**src/rtl/sia_pkg.sv**
```systemverilog
// Package: opcodes, operation classes and the sideband carried down the pipeline.
`timescale 1ns / 1ps
package sia_pkg;

	localparam logic [5:0] OP_COPY     = 6'd0;
	localparam logic [5:0] OP_PIECE    = 6'd1;
	localparam logic [5:0] OP_SUBPIECE = 6'd2;
	localparam logic [5:0] OP_EQ       = 6'd3;
	localparam logic [5:0] OP_NE       = 6'd4;
	localparam logic [5:0] OP_SLESS    = 6'd5;
	localparam logic [5:0] OP_SLESSEQ  = 6'd6;
	localparam logic [5:0] OP_LESS     = 6'd7;
	localparam logic [5:0] OP_LESSEQ   = 6'd8;
	localparam logic [5:0] OP_ZEXT     = 6'd9;
	localparam logic [5:0] OP_SEXT     = 6'd10;
	localparam logic [5:0] OP_ADD      = 6'd11;
	localparam logic [5:0] OP_SUB      = 6'd12;
	localparam logic [5:0] OP_CARRY    = 6'd13;
	localparam logic [5:0] OP_SCARRY   = 6'd14;
	localparam logic [5:0] OP_SBORROW  = 6'd15;
	localparam logic [5:0] OP_NEG      = 6'd16;
	localparam logic [5:0] OP_NOT      = 6'd17;
	localparam logic [5:0] OP_XOR      = 6'd18;
	localparam logic [5:0] OP_AND      = 6'd19;
	localparam logic [5:0] OP_OR       = 6'd20;
	localparam logic [5:0] OP_SHL      = 6'd21;
	localparam logic [5:0] OP_SHR      = 6'd22;
	localparam logic [5:0] OP_SAR      = 6'd23;
	localparam logic [5:0] OP_MUL      = 6'd24;
	localparam logic [5:0] OP_DIV      = 6'd25;
	localparam logic [5:0] OP_SDIV     = 6'd26;
	localparam logic [5:0] OP_REM      = 6'd27;
	localparam logic [5:0] OP_SREM     = 6'd28;
	localparam logic [5:0] OP_BNOT     = 6'd29;
	localparam logic [5:0] OP_BXOR     = 6'd30;
	localparam logic [5:0] OP_BAND     = 6'd31;
	localparam logic [5:0] OP_BOR      = 6'd32;
	localparam logic [5:0] OP_POPCNT   = 6'd33;
	localparam logic [5:0] OP_LZCNT    = 6'd34;

	localparam int WORD_W = 64;
	localparam int DIV_STAGES = WORD_W;
	localparam logic [7:0] SIGN_BYTE = 8'h80;

	typedef enum logic [2:0] {
		K_SIMPLE = 3'd0,
		K_MUL    = 3'd1,
		K_UDIV   = 3'd2,
		K_UREM   = 3'd3,
		K_SDIV   = 3'd4,
		K_SREM   = 3'd5
	} kind_t;

	typedef struct packed {
		kind_t       kind;
		logic [63:0] simple;
		logic [63:0] pp0;
		logic [31:0] pp1;
		logic [31:0] pp2;
		logic [63:0] mo;
		logic        nn;
		logic        dn;
		logic        dz;
	} side_t;

endpackage

```
**src/rtl/sia_finish.sv**
```systemverilog
// Last stage: product sum, signed fixup of quotient and remainder, result select.
`timescale 1ns / 1ps
module sia_finish (
	input  logic           clk,
	input  logic           arst_n,
	input  logic           en,
	input  logic           valid,
	input  sia_pkg::side_t side,
	input  logic [63:0]    quo,
	input  logic [63:0]    rem,
	output logic           valid_q,
	output logic [63:0]    result_q,
	output logic           status_q
);
	import sia_pkg::*;

	logic [63:0] prod, r;
	logic        st;

	assign prod = side.pp0 + {side.pp1 + side.pp2, 32'd0};

	always_comb begin
		r = side.simple;
		st = 1'b0;
		case (side.kind)
			K_MUL: r = prod & side.mo;
			K_UDIV: r = quo;
			K_UREM: r = rem;
			K_SDIV: r = ((side.nn != side.dn) ? (64'd0 - quo) : quo) & side.mo;
			K_SREM: r = (side.nn ? (64'd0 - rem) : rem) & side.mo;
			default: r = side.simple;
		endcase
		if (side.kind inside {K_UDIV, K_UREM, K_SDIV, K_SREM} && side.dz) begin
			r = '0;
			st = 1'b1;
		end
	end

	always_ff @(posedge clk or negedge arst_n) begin
		if (!arst_n) begin
			valid_q <= 1'b0;
		end else if (en) begin
			valid_q <= valid;
		end
	end

	always_ff @(posedge clk) begin
		if (en) begin
			result_q <= r;
			status_q <= st;
		end
	end
endmodule

```
**config.mk**
```make
export PLATFORM = sky130hd
export DESIGN_NAME = sia_finish
export DESIGN_NICKNAME = d
export VERILOG_FILES = /design/src/rtl/sia_pkg.sv /design/src/rtl/sia_finish.sv
export SDC_FILE = /design/constraint.sdc
export NUM_CORES = 1
export LEC_CHECK = 0
export BUFFER_PORTS_ARGS = -buffer_cell sky130_fd_sc_hd__buf_2
export CAP_MARGIN = 25
export CELL_PAD_IN_SITES_DETAIL_PLACEMENT = 1
export CELL_PAD_IN_SITES_GLOBAL_PLACEMENT = 1
export CORE_MARGIN = 4
export CORE_UTILIZATION = 35
export DETAILED_ROUTE_END_ITERATION = 10
export GPL_TIMING_DRIVEN = 0
export HOLD_SLACK_MARGIN = 0.08
export PLACE_DENSITY_LB_ADDON = 0.2
export SYNTH_ARGS = -nofsm -noshare
export SYNTH_HDL_FRONTEND = slang
export SYNTH_SLANG_ARGS = --single-unit
```
**constraint.sdc**
```tcl
create_clock -name clk -period 1.1 [get_ports clk]
set_clock_uncertainty 0.1 [all_clocks]
set_input_delay 0.22 -clock clk [delete_from_list [all_inputs] [get_ports clk]]
set_output_delay 0.22 -clock clk [all_outputs]
set_load 0.005 [all_outputs]
```
==> summary.md <==
| Metric | Value |
|---|---|
| First-pass GRT wire length | `107900 um` |
| Maximum achievable frequency | `229.2 MHz` |
| Max VDD drop | `0.0005042 V` |
| Worst Hold End | `result_q[10]$_SDFFCE_PP0P_` |
| CTS max path bufs | `2` |
| M3 GR Usage | `under 10%` |
| Final Net Count | `around 2600` |
| Cells after synthesis | `1505` |
| Crit path kind | `input port to flip-flop` |
| Final Instance Area | `18290 um^2` |
| Std cell rows | `65` |
| Post-synthesis async set-or-reset flop share | `1.515%` |
| CTS Buf Count | `9` |
| Core area | `~32000 um^2` |
| Number of port buffers | `458` |
| Initial Util | `35.68%` |
| Pre-antenna DRT Iters | `5` |
| Yosys warnings | `0` |
| Largest net degree at the start of global routing | `67` |
| Number of max-cap violations | `0` |
| Tmin final | `4.362 ns` |
| Starting DRT DRC Count | `1602` |
| Prevailing post-synth register cell | `edfxtp_1` |
| R2r setup slk | `0.24 ns` |
| CTS Root Cell | `clkbuf_16` |
| Routed vias/inst | `6.486` |
| Grt total ovfl | `0` |
| RePlAce Congestion | `about 0.97` |
| Die Width | `188.0 um` |
| Setup violators final | `131` |
| Compound-Gate Fraction of Synth Area | `34.56%` |
| Synth Area in XOR/XNOR | `13.43%` |
| Syn Nets | `slightly below 2000` |
| Cell Area, Placed | `around 15000 um^2` |
| Area fraction of the dominant cell type after synthesis | `17.20%` |
| Worst path required time | `1.11 ns` |
| Layout cell share with drive strength beyond 1 | `45.11%` |
| Number of cells on the worst reg-to-reg path | `1` |
| Routed Antenna Nets | `0` |
| CTS tree | `done` |
| Antenna violations before repair | `21` |
| Global Route Usage Sum | `40.15%` |
| Crit Path Max Fanout | `5` |
| Fin crit share | `396.6%` |
| Clk sink count | `66` |
| Inst Count DP | `2398` |
| Remaining DRCs | `0` |
| Rel. slew slack | `17.10%` |
| Avg Synthesized Cell Area | `7.539 um^2` |
| Final setup margin | `-3.262 ns` |
| Most frequent cell after synthesis | `a21oi_1` |
| Hold Startpoint | `side[13]` |
| Outcome | `finished, violations left` |
| Grt met1 use | `46.58%` |
| Post-route insts no fill | `2559` |
| Main combinational cell family by area after synthesis | `compound AO/OA/AOI/OAI gates` |
| Worst Hold Depth | `3` |
| Worst Hold Class | `input port to flip-flop` |
| Top cells by count, synth | `181 x a21oi_1, 133 x nor2_1, 119 x o21ai_0, 87 x xnor2_1, 87 x xor2_1` |
| Layout area overhead | `61.23%` |
| Number of global-route vias before repair | `16880` |
| CP arrival | `4.38 ns` |
| Synth unique cells | `74` |
| Die area | `about 35000 um^2` |
| Largest area contributor in the netlist | `edfxtp_1` |
| Area contributors post-synth | `edfxtp_1 17%, a21oi_1 8.0%, ha_1 7.7%, xnor2_1 6.7%, xor2_1 6.7%` |
| Die height | `~190 um` |
| Post-DR wirelength/cell | `30.80 um` |
| Yosys reg bits | `66` |
| Num ports | `460` |
| DP HPWL | `56170 um` |
| Setup crit end kind | `flip-flop` |
| Synth Cell Area | `approximately 11000 um^2` |
| Routed WL | `about 79000 um` |
| Pre-CTS WS | `-3.869 ns` |
| Met2 track demand over resource | `68.86%` |
| Hold Vio Cnt, Final | `0` |
| EDFF count, synth | `between 60 and 70` |
| CTS H-tree lvls | `3` |
| Type of origin of the critical path | `input port` |
| RSZ-0062 raised after global routing | `yes` |
| GRT busiest layer | `met2` |
| Clock slew at reported path FFs | `0.06 ns` |
| DR vias | `16600` |
| Final slew viol count | `0` |
| Mux contribution to synthesized area | `4.356%` |
| P_leak | `7.519 nW` |
| Later-pin clock latency in the skew report | `0.36 ns` |
| Failing checks | `setup timing` |
| R2r endpoint | `valid_q$_DFFE_PN0P_` |
| Worst r2r src | `valid_q$_DFFE_PN0P_` |
| Adder-Cell Fraction of Synth Area | `under 10%` |
| Register area share after synthesis | `17.42%` |
| Simple-Gate Fraction of Synth Area | `17.58%` |
| Tightest Pin Transition | `roughly 1.2 ns` |
| Power per cell area | `1010 nW/um^2` |
## metrics by stage
stage | hold WS, ns | power [mW] | setup TNS, ns | utilization, %
floorplan | -0.1756 | 8.719 | -103.41 | -
global placement | -0.1040 | 11.97 | -209.81 | 47.48
detailed placement | -0.1029 | 12.18 | -181.24 | 47.48
CTS | 0.09808 | 16.69 | -116.34 | 54.18
global route | 0.08859 | 19.19 | -134.95 | 57.47
finish | 0.08821 | 18.47 | -127.27 | 57.53
## metal layers
layer	routed length (um)	vias up
met5	87	-
li1	-	7019
met3	7271	327
met1	28830	8079
met4	5279	12
met2	37340	1160
## worst max-delay path by stage
stage                         start                    endpoint  slack [ns]  cells after the start
final                      side[67]  result_q[62]$_SDFFCE_PP0P_       -3.26                     22
after detailed placement   side[68]  result_q[53]$_SDFFCE_PP0P_       -3.87                     20
after global placement     side[77]  result_q[59]$_SDFFCE_PP0P_       -3.81                     21
after global routing       side[67]  result_q[62]$_SDFFCE_PP0P_       -3.48                     25
after floorplan           side[108]  result_q[59]$_SDFFCE_PP0P_       -3.00                     20
after CTS                  side[99]  result_q[59]$_SDFFCE_PP0P_       -3.12                     23
## worst max-delay path: stages
cell and delay (ns):
buf_8 0.10, ha_4 0.16, buf_4 0.13, buf_4 0.15, a211oi_4 0.31, o21ai_2 0.11, a21oi_2 0.20, buf_4 0.15
nor2b_1 0.16, o31ai_1 0.11, xor2_1 0.15, ha_1 0.43, a211oi_2 0.35, nor3b_2 0.13, a2111oi_2 0.31, o21ai_2 0.17
o2111ai_4 0.27, a21oi_2 0.11, buf_4 0.17, a31oi_1 0.18, xor2_1 0.21, a211oi_2 0.09
## what timing repair did
item | in CTS | in global routing
setup endpoints to repair | 194 | 131
resized for setup | 273 | 145
buffers inserted | 87 | 56
pin swaps | 132 | 124
endpoints found under the hold margin | 2 | 0
hold buffers | 3 | 0
## report_power, final
| part | total [mW] | switching, mW | leakage (nW) | internal, mW |
|---|---|---|---|---|
| Sequential | 3.29 | 0.117 | 0.642 | 3.17 |
| Clock | 3.18 | 1.37 | 0.142 | 1.81 |
| Combinational | 12.0 | 6.95 | 6.74 | 5.05 |
| Total | 18.5 | 8.44 | 7.52 | 10.0 |
## placed cells by master (no fill, tap or decap), types with 11 or more instances in the layout
cell type and count:
o221ai_2 11, nand4_1 17, a21o_1 21, buf_4 98, edfxtp_1 65, o31ai_1 23
inv_1 36, nor2_1 118, o22ai_1 18, mux2i_1 44, buf_2 446, clkbuf_8 19
ha_1 53, nand2b_1 11, nand2_1 57, o21ai_2 19, diode_2 18, a21oi_1 146
nor3_1 35, a21oi_2 25, a31oi_1 37, clkbuf_1 20, nand2_2 15, ha_4 14
o2111ai_1 12, buf_8 11, clkbuf_16 18, xor2_1 80, o211ai_1 28, clkbuf_4 13
o21ai_0 89, xnor2_1 76, nand3_1 25, buf_6 41, o221ai_1 32
## area by class of cell
cell class              count  area [um^2]
flip-flops and latches     66         1977
diodes                     18        45.04
clock inverters             5        55.05
well taps                 435        544.3
plain buffers              83        833.3
repair buffers            594         3676
clock buffers              11        242.7
fillers                  3844        13510
multi-input cells        1302        10680
inverters                  45        240.2
## kinds of logic (layout without fill, tap and decap cells)
family / count (synthesis) / in the layout
xor gates and xnor gates: 174 / 174
and+or+nand+nor: 398 / 398
adders and majority gates: 72 / 72
AOI/OAI and AO/OA: 609 / 609
other: 0 / 18
DFF: 66 / 66
buffers and inverters: 137 / 738
muxes: 49 / 49
## state kept, by name (all words and copies together) (netlist names)
name / count
valid_q: 1
result_q: 64
status_q: 1
(Power assumes the default switching activity.)
